`src/sv/cbic_pkg.sv`:
```
// shared types and constants of the centroid bias correction block
package cbic_pkg;

	localparam int TABLE_DEPTH = 64;
	localparam int AW          = $clog2(TABLE_DEPTH);
	localparam int BP_W        = 22;
	localparam int T2_W        = 23;
	localparam int PROD_W      = 57;
	localparam int CNT_W       = $clog2(PROD_W);

	localparam logic [1:0] REG_TABLE_ROWS = 2'd0;
	localparam logic [1:0] REG_X_LIMIT    = 2'd1;
	localparam logic [1:0] REG_Y_LIMIT    = 2'd2;

	localparam logic FUNC_LOAD    = 1'b0;
	localparam logic FUNC_CORRECT = 1'b1;

	typedef struct packed {
		logic               func;
		logic [5:0]         row_index;
		logic [BP_W-1:0]    breakpoint;
		logic signed [31:0] x_correction;
		logic signed [31:0] y_correction;
		logic signed [31:0] x_position;
		logic signed [31:0] y_position;
	} in_t;

	typedef struct packed {
		logic signed [31:0] new_x;
		logic signed [31:0] new_y;
		logic               x_miss;
		logic               y_miss;
	} out_t;

	typedef enum logic [3:0] {
		ST_IDLE, ST_LAST_RD, ST_LAST_CHK, ST_SCAN_RD, ST_SCAN_CHK, ST_SEL,
		ST_MUL, ST_DIV_INIT, ST_DIV, ST_ADJ, ST_FIN
	} st_t;

	typedef struct packed {
		logic          mem_we;
		logic          start;
		logic [AW-1:0] addr;
		logic          last_chk;
		logic          scan_chk;
		logic          first_row;
		logic          axis;
		logic          mul;
		logic          div_init;
		logic          div_step;
		logic          adj;
		logic          out_load;
	} cmd_t;

	typedef struct packed {
		logic interp_x;
		logic interp_y;
	} status_t;

endpackage

```
`src/sv/cbic_ctrl.sv`:
```
// controller sequencing table search, interpolation divide and result handoff
module cbic_ctrl (
	input  logic                     clk,
	input  logic                     arst_n,
	input  logic                     in_valid,
	input  logic                     in_func,
	output logic                     in_stall,
	output logic                     out_valid,
	input  logic                     out_stall,
	input  logic [cbic_pkg::AW-1:0]  last_row,
	input  cbic_pkg::status_t        status,
	output cbic_pkg::cmd_t           cmd
);
	import cbic_pkg::*;

	st_t              state_q, state_d;
	logic [AW-1:0]    row_q, row_d;
	logic [CNT_W-1:0] cnt_q, cnt_d;
	logic             axis_q, axis_d;
	logic             out_valid_q;
	logic             accept;

	assign in_stall  = (state_q != ST_IDLE);
	assign out_valid = out_valid_q;
	assign accept    = in_valid && !in_stall;

	always_ff @(posedge clk or negedge arst_n) begin
		if (!arst_n) begin
			state_q     <= ST_IDLE;
			row_q       <= '0;
			cnt_q       <= '0;
			axis_q      <= 1'b0;
			out_valid_q <= 1'b0;
		end else begin
			state_q <= state_d;
			row_q   <= row_d;
			cnt_q   <= cnt_d;
			axis_q  <= axis_d;
			if (cmd.out_load)
				out_valid_q <= 1'b1;
			else if (!out_stall)
				out_valid_q <= 1'b0;
		end
	end

	always_comb begin
		state_d       = state_q;
		row_d         = row_q;
		cnt_d         = cnt_q;
		axis_d        = axis_q;
		cmd           = '0;
		cmd.axis      = axis_q;
		cmd.addr      = row_q;
		cmd.first_row = (row_q == '0);
		unique case (state_q)
			ST_IDLE: begin
				if (accept) begin
					if (in_func == FUNC_LOAD) begin
						cmd.mem_we = 1'b1;
					end else begin
						cmd.start = 1'b1;
						state_d   = ST_LAST_RD;
					end
				end
			end
			ST_LAST_RD: begin
				cmd.addr = last_row;
				state_d  = ST_LAST_CHK;
			end
			ST_LAST_CHK: begin
				cmd.last_chk = 1'b1;
				row_d        = '0;
				state_d      = ST_SCAN_RD;
			end
			ST_SCAN_RD: begin
				state_d = ST_SCAN_CHK;
			end
			ST_SCAN_CHK: begin
				cmd.scan_chk = 1'b1;
				if (row_q == last_row) begin
					state_d = ST_SEL;
				end else begin
					row_d   = row_q + 1'b1;
					state_d = ST_SCAN_RD;
				end
			end
			ST_SEL: begin
				if (status.interp_x) begin
					axis_d  = 1'b0;
					state_d = ST_MUL;
				end else if (status.interp_y) begin
					axis_d  = 1'b1;
					state_d = ST_MUL;
				end else begin
					state_d = ST_FIN;
				end
			end
			ST_MUL: begin
				cmd.mul = 1'b1;
				state_d = ST_DIV_INIT;
			end
			ST_DIV_INIT: begin
				cmd.div_init = 1'b1;
				cnt_d        = '0;
				state_d      = ST_DIV;
			end
			ST_DIV: begin
				cmd.div_step = 1'b1;
				cnt_d        = cnt_q + 1'b1;
				if (cnt_q == CNT_W'(PROD_W - 1))
					state_d = ST_ADJ;
			end
			ST_ADJ: begin
				cmd.adj = 1'b1;
				if (!axis_q && status.interp_y) begin
					axis_d  = 1'b1;
					state_d = ST_MUL;
				end else begin
					state_d = ST_FIN;
				end
			end
			ST_FIN: begin
				if (!out_valid_q || !out_stall) begin
					cmd.out_load = 1'b1;
					state_d      = ST_IDLE;
				end
			end
			default: state_d = ST_IDLE;
		endcase
	end

`ifndef SYNTHESIS
	a_event_starts: assert property (@(posedge clk) disable iff (!arst_n)
		(accept && in_func == FUNC_CORRECT) |=> state_q == ST_LAST_RD)
		else $error("event transaction did not start search");
	a_no_overwrite: assert property (@(posedge clk) disable iff (!arst_n)
		cmd.out_load |-> !(out_valid_q && out_stall))
		else $error("result overwrote a stalled transaction");
	a_div_bound: assert property (@(posedge clk) disable iff (!arst_n)
		state_q == ST_DIV |-> cnt_q < CNT_W'(PROD_W))
		else $error("divide step count overrun");
	a_div_to_adj: assert property (@(posedge clk) disable iff (!arst_n)
		(state_q == ST_DIV && cnt_q == CNT_W'(PROD_W - 1)) |=> state_q == ST_ADJ)
		else $error("divide did not finish");
`endif

endmodule

```
`config.mk`:
```
export PLATFORM = sky130hd
export DESIGN_NAME = cbic_ctrl
export DESIGN_NICKNAME = d
export VERILOG_FILES = /design/src/sv/cbic_pkg.sv /design/src/sv/cbic_ctrl.sv
export SDC_FILE = /design/constraint.sdc
export NUM_CORES = 1
export LEC_CHECK = 0
export ABC_AREA = 0
export BUFFER_PORTS_ARGS = -buffer_cell sky130_fd_sc_hd__buf_2
export CORE_MARGIN = 4
export CORE_UTILIZATION = 30
export DETAILED_ROUTE_END_ITERATION = 12
export PLACE_DENSITY = 0.46
export SLEW_MARGIN = 10
export SYNTH_ARGS = -nofsm -noshare
export SYNTH_HDL_FRONTEND = slang
export SYNTH_SLANG_ARGS = --single-unit
```
`constraint.sdc`:
```
create_clock -name clk -period 2.8 [get_ports clk]
set_input_delay 0 -clock clk [delete_from_list [all_inputs] [get_ports clk]]
set_output_delay 0 -clock clk [all_outputs]
set_load 0.005 [all_outputs]
```
==> results of run 1 <==
==> where the power goes <==
group / switching, W / leakage, nW / internal, W / total [W]
Sequential: 0.000122 / 0.242 / 0.000319 / 0.000441
Clock: 0.0000847 / 0.0216 / 0.0000954 / 0.000180
Combinational: 0.000265 / 0.457 / 0.000244 / 0.000509
Total: 0.000471 / 0.721 / 0.000659 / 0.00113
==> layer usage <==
metal	GRT usage, %	wire (um)
met2	19.76	1434
met5	0	0
met3	1.653	49
met4	3.689	19
met1	17.38	1486
==> per-stage QoR <==
stage	total power (W)	instances	hold WS, ns	setup slack (ns)
after floorplan	0.0007953	151	-0.2956	1.160
after global placement	0.0009511	224	-0.03425	0.9315
after detailed placement	0.0009568	224	-0.03735	0.8591
after CTS	0.001146	229	0.08473	0.7774
after global routing	0.001242	229	0.09831	0.6090
final	0.001130	229	0.08348	0.7985
==> placed cells by master (no fill, tap or decap), types with 2 or more instances in the layout <==
| cell | synthesis | layout |
|---|---|---|
| o21ai_0 | 9 | 9 |
| clkbuf_8 | 0 | 3 |
| o211ai_1 | 2 | 2 |
| ha_1 | 4 | 4 |
| nor3b_1 | 2 | 2 |
| dlygate4sd3_1 | 0 | 2 |
| mux2_2 | 3 | 3 |
| xnor2_1 | 6 | 6 |
| nor2_1 | 10 | 10 |
| mux2i_1 | 3 | 3 |
| a31oi_1 | 2 | 2 |
| dfrtp_1 | 18 | 18 |
| nand2b_1 | 2 | 2 |
| nor4_1 | 2 | 2 |
| o2111ai_1 | 2 | 2 |
| and2_1 | 2 | 2 |
| nand2_1 | 21 | 21 |
| a21oi_1 | 6 | 6 |
| buf_2 | 3 | 31 |
| xor2_1 | 2 | 2 |
| a22o_1 | 2 | 2 |
| or4b_1 | 3 | 3 |
| or3_1 | 2 | 2 |
| nor3_1 | 4 | 4 |
| nand3_1 | 6 | 6 |
| inv_1 | 10 | 10 |
| o21bai_1 | 2 | 2 |
| o21a_1 | 2 | 2 |
==> Yosys cell counts (all sizes together), types with 2 or more instances <==
cell,count
o2111ai,2
nor3b,2
or4b,3
nand2b,2
nor3,5
nand2,21
nor4,2
o21a,2
a22o,2
and2,2
inv,10
clkbuf,4
or3,2
dfrtp,18
o21bai,2
nor2,11
nand3,6
xor2,2
o21ai,9
o211ai,2
xnor2,6
a31oi,2
mux2,3
mux2i,3
a21oi,6
ha,4
buf,4
==> worst max-delay path: cells and delay by family, from the launching register on <==
kind	cells	cell delay (ns)
flops	1	0.58
buf+inv	1	0.13
mux	1	0.39
simple gates	2	0.65
==> logic make-up after synthesis <==
logic type,synth area share (%)
simple gates,25.79
xor+xnor,5.512
flops,35.43
buf+inv,6.693
fa+ha+maj,3.937
mux,5.020
compound gates,17.62
==> area by class of cell <==
| type | count | area share, % |
|---|---|---|
| timing repair buffer | 33 | 11.59 |
| tap | 50 | 4.139 |
| sequential | 18 | 29.80 |
| inverter | 11 | 3.063 |
| clock buffer | 3 | 2.732 |
| multi-input combinational | 114 | 48.68 |
==> flip-flops by register name, summed over array words and instances, names as in the netlist <==
signal     count
cnt_q          6
row_q          6
state_q        4
axis_q         1
out_valid      1
==> timing repair <==
item | in CTS | in global routing
hold endpoints to repair | 19 | 0
hold buffers | 2 | 0
buffers inserted | 0 | 0
==> how the worst max path moves through the flow <==
stage / from / endpoint / slack (ns) / cells after the start
finish: state_q[0] / cmd[14] / 0.80 / 4
global route: state_q[0] / cmd[13] / 0.61 / 4
floorplan: state_q[0] / cnt_q[5] / 1.16 / 6
global placement: state_q[0] / cnt_q[5] / 0.93 / 5
detailed placement: state_q[3] / cnt_q[5] / 0.86 / 5
CTS: state_q[0] / cmd[14] / 0.78 / 4
==> results_dict.tcl, run 1 <==
set metrics [dict create \
    cellLeakagePower_nw 0.7214 \
    die_y_um 73.10 \
    slowest_stage "dfrtp_1" \
    transition_time_at_the_pin_with_the_least_slew_margin_ns 0.5332 \
    yosys_warnings 0 \
    final_antenna_net_count 0 \
    post_synth_instance_area_um2 1271 \
    clock_tree.htree_level_count 1 \
    setup-tns-final_ns 0 \
    num-fill-cells 410 \
    ioPinCount 32 \
    required_ns 2.80 \
    initial_utilization_pct 31.33 \
    path_class "reg2out" \
    clock-root-buffer "clkbuf_8" \
    synthToLayoutAreaGrowth_pct 18.90 \
    number_of_antenna_violations_at_the_first_check_in_global_routing 0 \
    postSynthRegisterBits 18 \
    dieArea_um2 5343 \
    cts_tree "yes" \
    synth_edf_count 0 \
    rr_startpoint "state_q[3]" \
    worst_hold_path_type "in2reg" \
    yosysTopAreaCell "dfrtp_1" \
    globalRoute.totalOverflow 0 \
    dominant_synthesized_flop_cell "dfrtp_1" \
    hold_violations 0 \
    row_count 23 \
    hold-path-cell-count 3 \
    reg2reg_setup_slack_ns 0.83 \
    max-clock-path-buffers 2 \
    final_max_tran_viols 0 \
    postSynthCellCount 151 \
    finalCritPeriodShare_pct 71.48 \
    setup_viol 0 \
    final_period_minus_worst_setup_slack_ns 2.002 \
    grt_setup_unrepaired "no" \
    worst_r2r_endpoint "cnt_q[5]" \
    largest_net_degree_at_the_start_of_global_routing 19 \
    route.detailed.drc 0 \
    crit_chain "nand2b_1 > nor3_2 > mux2_2 > buf_2" \
    area_of_combinational_cells_with_multiple_inputs_um2 735.7 \
    die_width_um 73.10 \
    hpwlAfterDp_mm 2.280 \
    wl_mm 2.989 \
    critPathMaxStageDelay_ns 0.58 \
    result_of_the_run "complete, no violations" \
    avgRoutedWirePerCell_um 13.05 \
    final-seq-area_um2 450.4 \
    asyncSetResetFlopFracSynth_pct 100.0 \
    post-route-util_pct 37.25 \
    initialDrtViolationCount 62 \
    areal_power_density_over_the_cells_nw_per_um2 747.7 \
    resized_after_cts 0 \
    total_track_usage_pct 12.41 \
    syn-mean-instance-area_um2 8.419 \
    drv.max_cap_violation_count 0 \
    cts.sinks 18 \
    route.vias.total 1145 \
    routabilityCongestion 0.8460 \
    crit_path_start_kind "flip-flop" \
    cts-buffers-inserted 3 \
    buffer_ports.inserted 31 \
    fin_nets 198 \
    vias_in_the_first_global_route 1158 \
    worst_ep_arrival_time_ns 2.00 \
    clk_lat_worst_skew_ns 0.25 \
    stdcell_area_um2 1511 \
    synthDominantCellAreaShare_pct 35.43 \
    hold_path_startpoint "status[0]" \
    synth.lib_cells_used.distinct 45 \
    synth-seq-area-share_pct 35.43 \
    crit_fanout 15 \
    r2r.worst_path.cells 5 \
    critical_path.endpoint_type "output pin" \
    ir_worst_vdd_mv 0.3410 \
    min_to "axis_q" \
    fin_worst_skew_ns 0.006227 \
    clk_pin_slew_ns 0.07 \
    first_pass_grt_wire_length_mm 5.382 \
    antenna_cells_inserted 0 \
    drt_pre_antenna_iters 4 \
    synthesis.nets 168 \
    yosys-top-cells-area "dfrtp_1, nand2_1, xnor2_1" \
    slew-limit-headroom_pct 64.13 \
    via_per_inst 5.000 \
    placement.cell_area_um2 1450 \
    final_layout_size_suffix_gt1_share_pct 23.46 \
    design.core.area_um2 4058 \
    fmax_mhz 499.6 \
]
No activity file was read; power rests on OpenSTA's default activity.
==> run 2, diff against run 1 <==
--- a/config.mk
+++ b/config.mk
@@ -10,7 +10,7 @@
 export CORE_MARGIN = 4
 export CORE_UTILIZATION = 30
 export DETAILED_ROUTE_END_ITERATION = 12
-export PLACE_DENSITY = 0.46
+export PLACE_DENSITY = 0.48
 export SLEW_MARGIN = 10
 export SYNTH_ARGS = -nofsm -noshare
 export SYNTH_HDL_FRONTEND = slang
==> constraint.sdc (replaced) <==
create_clock -name clk -period 1.7 [get_ports clk]
set_input_delay 0 -clock clk [delete_from_list [all_inputs] [get_ports clk]]
set_output_delay 0 -clock clk [all_outputs]
set_load 0.005 [all_outputs]
==> results_dict.tcl, run 2 (same netlist as run 1, synthesis figures left out) <==
set metrics [dict create \
    cp_common_cell "buf_6" \
    crit_path_start_kind "flip-flop" \
    hpwlAfterDp_mm 2.503 \
    placement.cell_area_um2 1570 \
    vias_in_the_first_global_route 1196 \
    worst_ep_arrival_time_ns 1.68 \
    cts_tree "yes" \
    final-seq-area_um2 450.4 \
    critPathMaxStageDelay_ns 0.40 \
    fin_worst_skew_ns 0.007891 \
    setup-tns-final_ns 0 \
    number_of_antenna_violations_at_the_first_check_in_global_routing 0 \
    final_max_tran_viols 0 \
    ioPinCount 32 \
    critical-path-top-delay-family "simple AND/OR/NAND/NOR gates" \
    finalCritPeriodShare_pct 98.83 \
    fin_nets 217 \
    worst_hold_path_type "in2reg" \
    drt_pre_antenna_iters 4 \
    result_of_the_run "complete, no violations" \
    max-clock-path-buffers 2 \
    initial_utilization_pct 31.33 \
    route.vias.total 1276 \
    clock_tree.htree_level_count 1 \
    stdcell_area_um2 1760 \
    setup_viol 0 \
    clk_pin_slew_ns 0.07 \
    mostFrequentLayoutCell "buf_2" \
    first_pass_grt_wire_length_mm 5.540 \
    area_of_combinational_cells_with_multiple_inputs_um2 798.3 \
    total_track_usage_pct 13.12 \
    cts.sinks 18 \
    largest_net_degree_at_the_start_of_global_routing 19 \
    slowest_stage "dfrtp_1" \
    via_per_inst 5.124 \
    ir_worst_vdd_mv 0.5568 \
    final_period_minus_worst_setup_slack_ns 1.680 \
    required_ns 1.70 \
    routabilityCongestion 0.8258 \
    avgRoutedWirePerCell_um 13.40 \
    row_count 23 \
    num-fill-cells 405 \
    cp.buffers_inverters 2 \
    final_antenna_net_count 0 \
    synthToLayoutAreaGrowth_pct 38.48 \
    globalRoute.totalOverflow 0 \
    transition_time_at_the_pin_with_the_least_slew_margin_ns 0.4166 \
    grt_setup_unrepaired "yes" \
    antenna_cells_inserted 0 \
    areal_power_density_over_the_cells_nw_per_um2 1313 \
    crit_fanout 8 \
    cellLeakagePower_nw 0.8453 \
    buffer_ports.inserted 31 \
    final_layout_size_suffix_gt1_share_pct 36.68 \
    mostFrequentLayoutCells "buf_2, nand2_1, dfrtp_1, buf_4" \
    clock-root-buffer "clkbuf_8" \
    cts-buffers-inserted 3 \
    design.core.area_um2 4058 \
    slew-limit-headroom_pct 72.23 \
    die_width_um 73.10 \
    clk_lat_worst_skew_ns 0.26 \
    drv.max_cap_violation_count 0 \
    dieArea_um2 5343 \
    biggestRegsByFlops "cnt_q x6, row_q x6, state_q x4" \
    hold_violations 0 \
    wl_mm 3.336 \
    initialDrtViolationCount 46 \
    die_y_um 73.10 \
    crit_chain "buf_6 > nand2b_4 > nor3_4 > mux2_4 > buf_6" \
    route.detailed.drc 0 \
    critical_path.endpoint_type "output pin" \
    fmax_mhz 595.2 \
    path_class "reg2out" \
]
-- run 2: cell types whose count changed in the layout (fill, tap and decap cells not counted), moves of 3 or more --
cell / delta
buf_4: +16
buf_6: +6
buf_2: -3
mux2_2: -3
mux2_4: +3
nand2_1: -3
nand2_2: +3
o21ai_0: -3
o21ai_1: +3
-- run 2: repair_timing --
action,CTS,global route
setup buffers,2,1
endpoints found under the setup margin,6,15
pin swaps,1,6
hold buffers,2,0
hold endpoints to repair,19,0
resized for setup,4,22
-- run 2: tightest hold or removal path: stages --
cell	delay, ns
buf_2	0.11
a21oi_1	0.06
a21oi_1	0.11
-- run 2: final cells by class --
cell class	instances	area share (%)
sequential	18	25.59
multi-input combinational	114	45.34
clock buffer	4	3.127
inverter	11	2.630
tap	50	3.554
timing repair buffer	52	19.76
-- run 2: worst paths after layout --
path / start / to / slack [ns] / depth (start not counted)
max: state_q[1] / cmd[14] / 0.02 / 5
min: status[0] / axis_q / 0.07 / 3
max reg2reg: state_q[1] / cnt_q[5] / 0.05 / 6
min reg2reg: out_valid / out_valid / 0.52 / 2
max in group asynchronous: arst_n / row_q[4] / 1.20 / 2
min in group asynchronous: arst_n / cnt_q[1] / 0.20 / 2
-- run 2: power by group --
part	switching (W)	internal (W)	leakage, nW	total, W
registers	0.000101	0.000528	0.242	0.000629
clock network	0.000156	0.000206	0.0288	0.000363
logic	0.000642	0.000677	0.574	0.00132
total	0.000900	0.00141	0.845	0.00231
-- run 2: metal layers --
metal | vias up | share of wire (%) | global-route usage, %
li1 | 636 | - | -
met1 | 609 | 45 | 17.55
met2 | 27 | 50 | 21.15
met3 | 4 | 3.8 | 2.479
met4 | 0 | 1.3 | 4.303
met5 | - | 0 | 0
-- run 2: stage by stage --
stage / std cells / power [W] / setup WS (ns) / utilization, % / hold WS, ns
2_1_floorplan: 151 / 0.001310 / 0.06005 / - / -0.2956
3_3_place_gp: 240 / 0.001736 / 0.08478 / 38.70 / -0.03772
3_5_place_dp: 240 / 0.001756 / 0.04943 / 38.70 / -0.03428
4_1_cts: 248 / 0.002213 / -0.02940 / 41.35 / 0.06700
5_1_grt: 249 / 0.002512 / -0.06324 / 43.39 / 0.08301
6_report: 249 / 0.002311 / 0.01997 / 43.39 / 0.06984
